===== src/rtl/sglu_pkg.sv =====
// Shared constants and controller/datapath interface types for the gcd/lcm unit.
`timescale 1ns / 1ps

package sglu_pkg;

  localparam int unsigned OPND_W         = 64;
  localparam int unsigned DATA_WIDTH_DEF = 64;
  localparam int unsigned TDATA_IN_W     = 2 * OPND_W;

  localparam logic OP_GCD = 1'b0;
  localparam logic OP_LCM = 1'b1;

  // Commands from the controller to the datapath.
  typedef struct packed {
    logic load;      // capture an input word
    logic gcd_step;  // one binary gcd step
    logic gcd_fin;   // form gcd, start divider
    logic div_step;  // one quotient bit
    logic mul_init;  // load multiplier
    logic mul_step;  // one shift-add
    logic out_load;  // move result into output register
  } cmd_t;

  // Status from the datapath to the controller.
  typedef struct packed {
    logic gcd_done;  // one of the gcd registers reached zero
    logic use_mul;   // lcm with both operands nonzero
    logic cnt_zero;  // last divide or multiply step
    logic out_free;  // output register can take a word
  } sts_t;

endpackage


===== src/rtl/sglu_ctrl.sv =====
// Controller state machine sequencing gcd, divide and multiply phases.
`timescale 1ns / 1ps

module sglu_ctrl (
  input  logic          clk_i,
  input  logic          rst_ni,
  input  logic          in_valid_i,
  output logic          in_ready_o,
  input  sglu_pkg::sts_t sts_i,
  output sglu_pkg::cmd_t cmd_o
);

  typedef enum logic [2:0] {
    ST_IDLE,
    ST_GCD,
    ST_DIV,
    ST_MULI,
    ST_MUL,
    ST_FIN
  } state_e;

  state_e state_q, state_d;

  always_comb begin
    state_d    = state_q;
    cmd_o      = '0;
    in_ready_o = 1'b0;
    case (state_q)
      ST_IDLE: begin
        in_ready_o = 1'b1;
        if (in_valid_i) begin
          cmd_o.load = 1'b1;
          state_d    = ST_GCD;
        end
      end
      ST_GCD: begin
        if (sts_i.gcd_done) begin
          cmd_o.gcd_fin = 1'b1;
          state_d       = sts_i.use_mul ? ST_DIV : ST_FIN;
        end else begin
          cmd_o.gcd_step = 1'b1;
        end
      end
      ST_DIV: begin
        cmd_o.div_step = 1'b1;
        if (sts_i.cnt_zero) state_d = ST_MULI;
      end
      ST_MULI: begin
        cmd_o.mul_init = 1'b1;
        state_d        = ST_MUL;
      end
      ST_MUL: begin
        cmd_o.mul_step = 1'b1;
        if (sts_i.cnt_zero) state_d = ST_FIN;
      end
      ST_FIN: begin
        if (sts_i.out_free) begin
          cmd_o.out_load = 1'b1;
          state_d        = ST_IDLE;
        end
      end
      default: state_d = ST_IDLE;
    endcase
  end

  always_ff @(posedge clk_i or negedge rst_ni) begin
    if (!rst_ni) begin
      state_q <= ST_IDLE;
    end else begin
      state_q <= state_d;
    end
  end

  // One word in flight: no accept right after an accept.
  assert property (@(posedge clk_i) disable iff (!rst_ni)
    (in_valid_i && in_ready_o) |=> !in_ready_o)
    else $error("sglu_ctrl: accepted two words back to back");

  assert property (@(posedge clk_i) disable iff (!rst_ni)
    cmd_o.out_load |-> sts_i.out_free)
    else $error("sglu_ctrl: result loaded over a pending word");

  assert property (@(posedge clk_i) disable iff (!rst_ni)
    $onehot0({cmd_o.load, cmd_o.gcd_step, cmd_o.gcd_fin, cmd_o.div_step,
              cmd_o.mul_init, cmd_o.mul_step, cmd_o.out_load}))
    else $error("sglu_ctrl: conflicting datapath commands");

endmodule


===== src/rtl/sglu_datapath.sv =====
// Datapath: binary gcd, restoring divider, shift-add multiplier, output register.
`timescale 1ns / 1ps

module sglu_datapath #(
  parameter int unsigned DATA_WIDTH = sglu_pkg::DATA_WIDTH_DEF
) (
  input  logic                  clk_i,
  input  logic                  rst_ni,
  input  sglu_pkg::cmd_t        cmd_i,
  output sglu_pkg::sts_t        sts_o,
  input  logic                  in_opcode_i,
  input  logic [DATA_WIDTH-1:0] in_a_i,
  input  logic [DATA_WIDTH-1:0] in_b_i,
  input  logic                  out_ready_i,
  output logic                  out_valid_o,
  output logic [DATA_WIDTH-1:0] out_answer_o,
  output logic                  out_overflow_o
);

  localparam int unsigned W  = DATA_WIDTH;
  localparam int unsigned CW = $clog2(W);
  localparam logic [W-1:0]  MinMag  = {1'b1, {(W-1){1'b0}}};
  localparam logic [CW-1:0] CntLast = CW'(W - 1);

  logic [W-1:0]    x_q, x_d, y_q, y_d, g_q;
  logic [CW-1:0]   k_q, k_d, cnt_q;
  logic [W-1:0]    ma_q, mb_q;
  logic            neg_a_q, neg_b_q, lcm_q, zero_q;
  logic [W-1:0]    rem_q, quo_q;
  logic [2*W-1:0]  acc_q, mcand_q;
  logic [W-1:0]    mplier_q;
  logic [W-1:0]    ans_q, ans_d;
  logic            ovf_q, ovf_d, out_vld_q;

  // Operand magnitudes; the most negative value maps to 2^(W-1).
  logic a_neg, b_neg;
  logic [W-1:0] a_mag, b_mag;
  assign a_neg = in_a_i[W-1];
  assign b_neg = in_b_i[W-1];
  assign a_mag = a_neg ? (~in_a_i + W'(1)) : in_a_i;
  assign b_mag = b_neg ? (~in_b_i + W'(1)) : in_b_i;

  // Binary gcd step.
  logic [W-1:0] diff_xy, diff_yx;
  assign diff_xy = x_q - y_q;
  assign diff_yx = y_q - x_q;

  always_comb begin
    x_d = x_q;
    y_d = y_q;
    k_d = k_q;
    if (!x_q[0] && !y_q[0]) begin
      x_d = x_q >> 1;
      y_d = y_q >> 1;
      k_d = k_q + CW'(1);
    end else if (!x_q[0]) begin
      x_d = x_q >> 1;
    end else if (!y_q[0]) begin
      y_d = y_q >> 1;
    end else if (x_q >= y_q) begin
      x_d = diff_xy >> 1;
    end else begin
      y_d = diff_yx >> 1;
    end
  end

  logic [W-1:0] g_fin;
  assign g_fin = (x_q | y_q) << k_q;

  // Restoring divider, one quotient bit per cycle.
  logic [W:0] rem_sh, rem_sub;
  logic       rem_ge;
  assign rem_sh  = {rem_q, quo_q[W-1]};
  assign rem_ge  = rem_sh >= {1'b0, g_q};
  assign rem_sub = rem_sh - {1'b0, g_q};

  // Result forming.
  logic         g_is_min, neg_p;
  logic [W-1:0] p_lo, p_w, lcm_ans;
  logic         lcm_ovf;
  assign g_is_min = (g_q == MinMag);
  assign neg_p    = neg_a_q ^ g_is_min ^ neg_b_q;
  assign p_lo     = acc_q[W-1:0];
  assign p_w      = neg_p ? (~p_lo + W'(1)) : p_lo;
  assign lcm_ans  = p_w[W-1] ? (~p_w + W'(1)) : p_w;
  // Magnitude at or past 2^(W-1), or a gcd of 2^(W-1), overflows.
  assign lcm_ovf  = g_is_min || (acc_q[2*W-1:W-1] != '0);

  always_comb begin
    if (!lcm_q) begin
      ans_d = g_q;
      ovf_d = g_is_min;
    end else if (zero_q) begin
      ans_d = '0;
      ovf_d = 1'b0;
    end else begin
      ans_d = lcm_ans;
      ovf_d = lcm_ovf;
    end
  end

  always_ff @(posedge clk_i) begin
    if (cmd_i.load) begin
      x_q     <= a_mag;
      y_q     <= b_mag;
      k_q     <= '0;
      ma_q    <= a_mag;
      mb_q    <= b_mag;
      neg_a_q <= a_neg;
      neg_b_q <= b_neg;
      lcm_q   <= (in_opcode_i == sglu_pkg::OP_LCM);
      zero_q  <= (in_a_i == '0) || (in_b_i == '0);
    end
    if (cmd_i.gcd_step) begin
      x_q <= x_d;
      y_q <= y_d;
      k_q <= k_d;
    end
    if (cmd_i.gcd_fin) begin
      g_q   <= g_fin;
      rem_q <= '0;
      quo_q <= ma_q;
      cnt_q <= CntLast;
    end
    if (cmd_i.div_step) begin
      rem_q <= rem_ge ? rem_sub[W-1:0] : rem_sh[W-1:0];
      quo_q <= {quo_q[W-2:0], rem_ge};
      cnt_q <= cnt_q - CW'(1);
    end
    if (cmd_i.mul_init) begin
      acc_q    <= '0;
      mcand_q  <= {{W{1'b0}}, quo_q};
      mplier_q <= mb_q;
      cnt_q    <= CntLast;
    end
    if (cmd_i.mul_step) begin
      acc_q    <= acc_q + (mplier_q[0] ? mcand_q : '0);
      mcand_q  <= mcand_q << 1;
      mplier_q <= mplier_q >> 1;
      cnt_q    <= cnt_q - CW'(1);
    end
    if (cmd_i.out_load) begin
      ans_q <= ans_d;
      ovf_q <= ovf_d;
    end
  end

  always_ff @(posedge clk_i or negedge rst_ni) begin
    if (!rst_ni) begin
      out_vld_q <= 1'b0;
    end else if (cmd_i.out_load) begin
      out_vld_q <= 1'b1;
    end else if (out_ready_i) begin
      out_vld_q <= 1'b0;
    end
  end

  assign sts_o.gcd_done = (x_q == '0) || (y_q == '0);
  assign sts_o.use_mul  = lcm_q && !zero_q;
  assign sts_o.cnt_zero = (cnt_q == '0);
  assign sts_o.out_free = !out_vld_q || out_ready_i;

  assign out_valid_o    = out_vld_q;
  assign out_answer_o   = ans_q;
  assign out_overflow_o = ovf_q;

  assert property (@(posedge clk_i) disable iff (!rst_ni)
    cmd_i.gcd_step |-> ((x_q != '0) && (y_q != '0)))
    else $error("sglu_datapath: gcd step with a zero operand");

  // The left shift by the common power of two never drops bits.
  assert property (@(posedge clk_i) disable iff (!rst_ni)
    (cmd_i.gcd_fin && ((x_q | y_q) != '0)) |=> (g_q != '0))
    else $error("sglu_datapath: gcd lost its value in the final shift");

  assert property (@(posedge clk_i) disable iff (!rst_ni)
    (cmd_i.out_load && !lcm_q) |=> (ovf_q == (ans_q == MinMag)))
    else $error("sglu_datapath: gcd overflow flag mismatch");

endmodule


===== src/rtl/signed_gcd_lcm_unit.sv =====
// Top level: stream ports around the gcd/lcm controller and datapath.
`timescale 1ns / 1ps

// Signed gcd / lcm unit.
// Slave stream: one word per item, tdata = {operand_b, operand_a}, tuser = opcode
// (0 gcd, 1 lcm). Only the low DATA_WIDTH bits of each operand are used.
// Master stream: tdata = answer sign-extended to 64 bits, tuser = overflow.
// One item at a time. The gcd runs a binary (subtract-and-shift) loop, one step
// per cycle, at most 2*DATA_WIDTH-1 steps; the lcm then adds a restoring
// divide of |a| by the gcd and a shift-add multiply by |b| on the same datapath.
// Operands with a zero skip the gcd loop. A new word can be accepted in the cycle
// after the previous result is moved to the output register.
// The output register holds its word while m_axis_tready is low; the next
// item is still accepted and computed, and waits in its final state.
// Reset clears the controller and the output valid; no item is made up.
module signed_gcd_lcm_unit #(
  parameter int unsigned DATA_WIDTH = sglu_pkg::DATA_WIDTH_DEF
) (
  input  logic                            clk_i,
  input  logic                            rst_ni,
  input  logic                            s_axis_tvalid,
  output logic                            s_axis_tready,
  input  logic [sglu_pkg::TDATA_IN_W-1:0] s_axis_tdata,  // operand_a, operand_b
  input  logic                            s_axis_tuser,  // opcode
  output logic                            m_axis_tvalid,
  input  logic                            m_axis_tready,
  output logic [sglu_pkg::OPND_W-1:0]     m_axis_tdata,  // answer
  output logic                            m_axis_tuser   // overflow
);

  localparam int unsigned OW = sglu_pkg::OPND_W;

  sglu_pkg::cmd_t cmd;
  sglu_pkg::sts_t sts;

  logic [DATA_WIDTH-1:0]        op_a, op_b, ans;
  logic signed [DATA_WIDTH-1:0] ans_s;

  assign op_a = s_axis_tdata[DATA_WIDTH-1:0];
  assign op_b = s_axis_tdata[OW+DATA_WIDTH-1:OW];

  sglu_ctrl u_ctrl (
    .clk_i      (clk_i),
    .rst_ni     (rst_ni),
    .in_valid_i (s_axis_tvalid),
    .in_ready_o (s_axis_tready),
    .sts_i      (sts),
    .cmd_o      (cmd)
  );

  sglu_datapath #(
    .DATA_WIDTH (DATA_WIDTH)
  ) u_datapath (
    .clk_i          (clk_i),
    .rst_ni         (rst_ni),
    .cmd_i          (cmd),
    .sts_o          (sts),
    .in_opcode_i    (s_axis_tuser),
    .in_a_i         (op_a),
    .in_b_i         (op_b),
    .out_ready_i    (m_axis_tready),
    .out_valid_o    (m_axis_tvalid),
    .out_answer_o   (ans),
    .out_overflow_o (m_axis_tuser)
  );

  assign ans_s        = ans;
  assign m_axis_tdata = OW'(ans_s);

endmodule

===== config.mk =====
export PLATFORM = sky130hd
export DESIGN_NAME = signed_gcd_lcm_unit
export DESIGN_NICKNAME = d
export VERILOG_FILES = /design/src/rtl/sglu_pkg.sv /design/src/rtl/sglu_ctrl.sv /design/src/rtl/sglu_datapath.sv /design/src/rtl/signed_gcd_lcm_unit.sv
export SDC_FILE = /design/constraint.sdc
export NUM_CORES = 2
export LEC_CHECK = 0
export BUFFER_PORTS_ARGS = -buffer_cell sky130_fd_sc_hd__buf_2
export CAP_MARGIN = 20
export CELL_PAD_IN_SITES_DETAIL_PLACEMENT = 1
export CELL_PAD_IN_SITES_GLOBAL_PLACEMENT = 1
export CORE_ASPECT_RATIO = 0.8
export CORE_MARGIN = 10
export CORE_UTILIZATION = 51
export CTS_BUF_LIST = sky130_fd_sc_hd__clkbuf_2
export DETAILED_ROUTE_END_ITERATION = 8
export GPL_TIMING_DRIVEN = 0
export PLACE_DENSITY = 0.83
export SETUP_SLACK_MARGIN = 0.3
export SLEW_MARGIN = 20
export SYNTH_ARGS = -nofsm -noshare
export SYNTH_HDL_FRONTEND = slang
export SYNTH_SLANG_ARGS = --single-unit

===== constraint.sdc =====
create_clock -name clk_i -period 10.85 [get_ports clk_i]
set_input_delay 0.5425 -clock clk_i [delete_from_list [all_inputs] [get_ports clk_i]]
set_output_delay 0.5425 -clock clk_i [all_outputs]
set_load 0.02 [all_outputs]

## After elaboration in Yosys (flattened, before gate mapping)

Cells that the tools add are included.

| cells by class | value |
|---|---|
| add/sub/neg operators | 10 |
| order comparisons | 2 |
| eq/ne operators | 16 |
| shift-type cells | 1 |
| mux-type cells | 59 |
| bitwise operators | 7 |
| reductions and logical operators | 27 |

Operator list:

| kind | count |
|---|---|
| $mux W64 | 23 |
| $mux W128 | 5 |
| $add A64 B1 Y64 const B | 4 |
| $logic_not A64 Y1 | 4 |
| $not A64 Y64 | 4 |
| $sub A64 B64 Y64 | 3 |
| $add A128 B128 Y128 | 1 |
| $mux W63 | 2 |
| $ge A65 B64 Y1 | 1 |
| $reduce_bool A65 Y1 | 1 |
| $eq A64 B64 Y1 const B | 1 |
| $ge A64 B64 Y1 | 1 |
| $or A64 B64 Y64 | 1 |
| $shl A64 B6 Y64 | 1 |
| $mux W6 | 7 |
| $mux W3 | 6 |
| $pmux W3 S6 | 1 |
| $mux W1 | 14 |
| $ne A4 B4 Y1 const B | 3 |
| $ne A2 B2 Y1 const B | 5 |
| $reduce_bool A2 Y1 | 4 |
| $add A6 B1 Y6 const B | 1 |
| $eq A3 B2 Y1 const B | 2 |
| $eq A3 B3 Y1 const B | 2 |
| 15 further kinds | 25 |

| storage, ports and cells | value |
|---|---|
| register bits | 853 |
| input bits | 133 |
| output and inout port bits | 67 |
| word-level logic and storage cells | 146 |

## Longest topological paths before layout

| logic depth | value |
|---|---|
| depth after elaboration | 9 |
| gate-level depth with buffers | 19 |
| depth with buffers taken out | 16 |

## Cells and area by module

From an unflattened synthesis, not the netlist that was laid out.

| unflattened totals | value |
|---|---|
| cell total of the unflattened synthesis | 7038 |
| area, all modules | 65390.2 sq um |

By module, submodules not included:

| module | times used | cells each | area each (sq um) | sequential area each (sq um) |
|---|---|---|---|---|
| sglu_datapath | 1 | 7007 | 65115.0 | 25499.5 |
| sglu_ctrl | 1 | 31 | 275.3 | 75.1 |

## Worst setup path after synthesis

No wires, ideal clock.

| timing path | value |
|---|---|
| kind | reg2reg |
| from | register u_datapath.y_q[12] |
| to | register u_datapath.quo_q[0] (enable) |
| arrival time | 7.704 ns |
| data required time | 10.417 ns |
| slack | 2.713 ns |
| stages on the path, launching flop included | 7 |
| period minus slack after synthesis | 8.137 ns |
| cell sequence | edfxtp_1 > nor4_1 > nand4_1 > nor4_1 > o21ai_0 > nor3_1 > or2_2 |

RTL lines:

| element | RTL line | text |
|---|---|---|
| start, declared | sglu_datapath.sv:25 | `logic [W-1:0] x_q, x_d, y_q, y_d, g_q;` |
| start signal, assigned | sglu_datapath.sv:105 | `y_q <= b_mag;` |
| start signal, assigned | sglu_datapath.sv:116 | `y_q <= y_d;` |
| end signal, assigned | sglu_datapath.sv:122 | `quo_q <= ma_q;` |
| end signal, assigned | sglu_datapath.sv:127 | `quo_q <= {quo_q[W-2:0], rem_ge};` |
| end, declared | sglu_datapath.sv:29 | `logic [W-1:0] rem_q, quo_q;` |

## Worst setup path in the final report

| timing path | value |
|---|---|
| from | register u_datapath.g_q[5] |
| to | register u_datapath.ans_q[26], in the netlist u_datapath.out_answer_o[26], data pin |

| between the ends | value |
|---|---|
| cells in the longest elaborated chain, start to end | 9 |

Ends and longest elaborated chain:

| element | RTL line | text |
|---|---|---|
| start, declared | sglu_datapath.sv:25 |  |
| start signal, assigned | sglu_datapath.sv:120 | `g_q <= g_fin;` |
| $eq A64 B64 Y1 (*) | sglu_datapath.sv:81 | `assign g_is_min = (g_q == MinMag);` |
| $xor A1 B1 Y1 (*) (2 in series) | sglu_datapath.sv:82 | `assign neg_p = neg_a_q ^ g_is_min ^ neg_b_q;` |
| $mux W64 (*) | sglu_datapath.sv:84 | `assign p_w = neg_p ? (~p_lo + W'(1)) : p_lo;` |
| $not A64 Y64 | sglu_datapath.sv:85 | `assign lcm_ans = p_w[W-1] ? (~p_w + W'(1)) : p_w;` |
| $add A64 B1 Y64 | sglu_datapath.sv:85 |  |
| $mux W64 (*) | sglu_datapath.sv:85 |  |
| $mux W64 (*) | sglu_datapath.sv:93 | `end else if (zero_q) begin` |
| $mux W64 (*) | sglu_datapath.sv:90 | `if (!lcm_q) begin` |
| net u_datapath.ans_d[26] | sglu_datapath.sv:32 | `logic [W-1:0] ans_q, ans_d;` |
| end signal, assigned | sglu_datapath.sv:143 | `ans_q <= ans_d;` |
| end, declared | sglu_datapath.sv:32 |  |

The timed path passes the listed nets; every way through them passes the cells marked *.
A chain may end at the register's enable or synchronous reset.

==> results.py <==
metrics = {
    "floorplanning": {
        "die_area_sq_um": 141000,
        "die_h_um": 338,
        "chipWidth_um": 417,
        "start_util_pct": 51.4,
        "rows": 116,
        "core-area_sq_um": 125000,
        "ios": 200,
    },
    "global_routing": {
        "grt_pass1_vias": 67000,
        "grt_overflow_total": 0,
        "grt_usage_pct": 42.7,
        "antenna_found_initial": 30,
        "grt_pass1_wl_mm": 451,
        "grt_max_degree": 87,
    },
    "drt": {
        "vias": 67000,
        "ant_nets": 0,
        "via_per_inst": 6.81,
        "wire_per_inst_um": 31.7,
        "wl_mm": 312,
        "route.detailed.drc": 0,
        "drt_iter0_drc": 9592,
        "dr.pass1.iters": 8,
    },
    "cts": {
        "cts_tree": "yes",
        "htreeDepth": 4,
        "path_clk_slew_ns": 0.12,
        "clk_latency_ns": 2.03,
        "root_buffer": "clkbuf_2",
        "cts_buffers": 221,
        "cts_buffer_depth": 3,
        "clock-sinks": 853,
        "cts_setup_buffers": 0,
    },
    "setup_path": {
        "cp.required_ns": 12.38,
        "cp_slowest_cell": "nor4_1",
        "start_kind": "flop",
        "end_kind": "flop",
        "reg2reg_slack_ns": 3.02,
        "path_cells": "nor4_1 -> nand4_1 -> nor4_2 -> xnor2_1 -> clkbuf_1 -> clkbuf_1 -> clkbuf_1 -> clkbuf_1 -> clkbuf_1 -> clkbuf_1 -> o31ai_1 -> xnor2_1 -> xnor2_1 -> o22ai_1",
        "crit_fanout": 10,
        "path_class": "flop to flop",
        "crit_top_cell": "clkbuf_1",
        "arrival_ns": 9.36,
        "cpPeakStageDelay_ns": 0.74,
    },
    "timing": {
        "tightest_slew_ns": 1.46,
        "fmax_ghz": 0.128,
        "setup_viol": 0,
        "hold_violations": 0,
        "slew_violations": 0,
        "fin_crit_ns": 7.83,
        "finClkSkew_ns": 0.204,
        "fin_crit_sh_pct": 72.1,
        "tns_ns": 0,
        "rsz0062_at_grt": "false",
        "max_slew_margin_pct": 2.61,
    },
    "power_and_ir_drop": {
        "peakVddDrop_v": 0.000107,
        "totalPowerFinal_mw": 6.61,
        "leakagePower_nw": 28.3,
        "powerDensity_nw_per_um2": 89.2,
    },
    "worst_hold_path": {
        "hold_path_class": "input pin to flop",
    },
    "yosys": {
        "synth_area_sq_um": 64400,
        "synth.distinct_cells": 94,
        "ys_seq_area_share_pct": 39.7,
        "synth_cells": 7164,
        "async_reset_ff_share_pct": 0.469,
        "syn_avg_cell_area_sq_um": 8.99,
        "synth_edf_count": 847,
        "yosys_warnings": 0,
        "ys_ff_latch": 853,
        "synth.net_count": 7690,
        "synth_ff_type": "edfxtp_1",
    },
    "place": {
        "placed_cells": 9040,
        "portBuffers": 199,
        "gp_congestion": 1.05,
        "dpl.hpwl_mm": 224,
    },
    "layout": {
        "drive_gt1_share_pct": 9.12,
        "nNetsFinal": 8539,
        "stdcell_count": 9844,
        "nFillCells": 14600,
        "syn2layout_area_growth_pct": 15.1,
    },
    "job": {
        "max_cap_violations": 0,
    },
    "outcome": {
        "outcome": "completed",
    },
}
==> registers in the layout, summed over array words and instances (netlist names), 3 cells and up <==
name                     flops
u_datapath.acc_q           128
u_datapath.mcand_q         128
u_datapath.g_q              64
u_datapath.ma_q             64
u_datapath.mb_q             64
u_datapath.mplier_q         64
u_datapath.out_answer_o     64
u_datapath.quo_q            64
u_datapath.rem_q            64
u_datapath.x_q              64
u_datapath.y_q              64
u_datapath.cnt_q             6
u_datapath.k_q               6
u_ctrl.state_q               3
==> per-stage QoR <==
stage                     worst slack, ns  util (%)  hold WS, ns  instance area, sq um
after floorplan                      2.71         -        0.247                 64400
after global placement              -2.42      53.9        0.379                 67500
after detailed placement             3.54      54.3        0.379                 68100
after CTS                            3.41      59.1       0.0147                 74100
after global routing                 3.07      59.2       0.0697                 74100
final                                3.02      59.2       0.0636                 74100
==> critical path, delay by kind of cell (launching register included) <==
kind,cells,cell delay (ns)
buffers and inverters,6,3.93
XOR/XNOR,3,0.84
AND/OR/NAND/NOR,3,1.75
AO/OA/AOI/OAI,2,0.39
flip-flops,1,0.52
==> worst paths after layout <==
kind	startpoint	cells after the start	to
max	u_datapath.g_q[5]	14	u_datapath.out_answer_o[26]
min	s_axis_tdata[63]	3	u_datapath.neg_a_q
max reg2reg	u_datapath.g_q[5]	14	u_datapath.out_answer_o[26]
min reg2reg	u_datapath.mb_q[10]	2	u_datapath.mplier_q[10]
max in group asynchronous	rst_ni	5	u_ctrl.state_q[1]
min in group asynchronous	rst_ni	5	u_datapath.out_valid_o
==> Yosys cell counts (12+ instances only) <==
cell	n	area share (%)
edfxtp_1	847	39
or2_2	25	0.24
clkbuf_1	353	2.1
a31oi_1	45	0.44
a211oi_1	44	0.51
mux4_2	52	1.8
or3_1	70	0.68
nor2_1	719	4.2
o21bai_1	114	1.3
and2_1	149	1.4
nor3_1	118	0.92
o211ai_1	23	0.27
a21boi_0	28	0.33
o21a_1	33	0.38
mux2_2	47	0.82
a21oi_1	663	5.2
a22o_1	66	0.90
xor2_1	134	1.8
mux2i_1	77	1.2
o31a_1	16	0.22
nand3_1	75	0.58
nor2b_1	40	0.39
nand2b_1	37	0.36
nor4_1	126	1.2
and3_1	94	0.91
xnor2_1	415	5.6
a211o_1	12	0.16
ha_1	389	7.6
nand2_1	877	5.1
buf_1	36	0.21
inv_1	360	2.1
nand4_1	100	0.97
a21o_1	83	0.97
o31ai_1	105	1.2
o21ai_0	398	3.1
a221oi_1	73	0.99
o41ai_1	28	0.38
or4_1	34	0.40
o22ai_1	64	0.62
a22oi_1	17	0.20
o221ai_1	19	0.26
==> metal layers <==
metal | track usage [%] | share of wire [%] | up-vias
met2 | 63.7 | 42 | 4868
met4 | 26.4 | 7.6 | 28
met3 | 12.9 | 12 | 1320
li1 | - | - | 27900
met5 | 0 | 0.078 | -
met1 | 54.1 | 38 | 32900
==> cell usage in the layout (no fill, tap or decap), types with 40 or more instances in the layout <==
cell and count:
nand4_1 100, ha_1 389, o31ai_1 105, a21oi_1 663
clkbuf_1 345, nand3_1 74, nand2_1 877, o22ai_1 64
mux2_2 47, o21bai_1 114, o21ai_0 397, a221oi_1 73
a211oi_1 44, and3_1 94, a31oi_1 43, xnor2_1 415
a21o_1 83, nor2_1 717, mux2i_1 77, edfxtp_1 847
mux4_2 52, inv_1 358, and2_1 149, clkinv_1 49
a22o_1 66, or3_1 70, nor4_1 125, nor3_1 117
clkbuf_2 322, xor2_1 134, nor2b_1 40, buf_2 207
dlygate4sd3_1 400
==> cells by family (layout without fill, tap and decap cells) <==
logic type / Yosys count / in the layout / synth area share (%)
AND/OR/NAND/NOR: 2522 / 2522 / 18.3
AO/OA/AOI/OAI: 1911 / 1911 / 18.6
flip-flops: 853 / 853 / 39.7
buffers and inverters: 760 / 1767 / 4.45
XOR/XNOR: 549 / 549 / 7.46
adder cells (fa/ha/maj): 393 / 393 / 7.68
multiplexers: 176 / 176 / 3.84
other: 0 / 21 / 0
==> where the power goes <==
| part | total (mW) | switching, mW | leakage [nW] | internal [mW] |
|---|---|---|---|---|
| combinational | 0.413 | 0.220 | 19.5 | 0.193 |
| sequential | 3.59 | 0 | 7.30 | 3.59 |
| clock | 2.60 | 1.73 | 1.51 | 0.873 |
| total | 6.61 | 1.95 | 28.3 | 4.66 |
==> area by class of cell <==
cell class / instances / area (sq um) / share of cell area (%)
Multi-Input combinational cell: 5551 / 36100 / 48.6
Clock buffer: 314 / 1570 / 2.12
Sequential cell: 853 / 25600 / 34.5
Buffer: 397 / 1510 / 2.04
Inverter: 363 / 1380 / 1.86
Timing Repair Buffer: 626 / 5510 / 7.43
Tap cell: 1652 / 2070 / 2.79
Clock inverter: 67 / 410 / 0.554
Antenna cell: 21 / 52.6 / 0.0709
==> repair_timing <==
action,4_1_cts,5_1_grt
hold buffers,400,0
endpoints found under the hold margin,417,0
resized for setup,0,0
(Power assumes the default switching activity.)
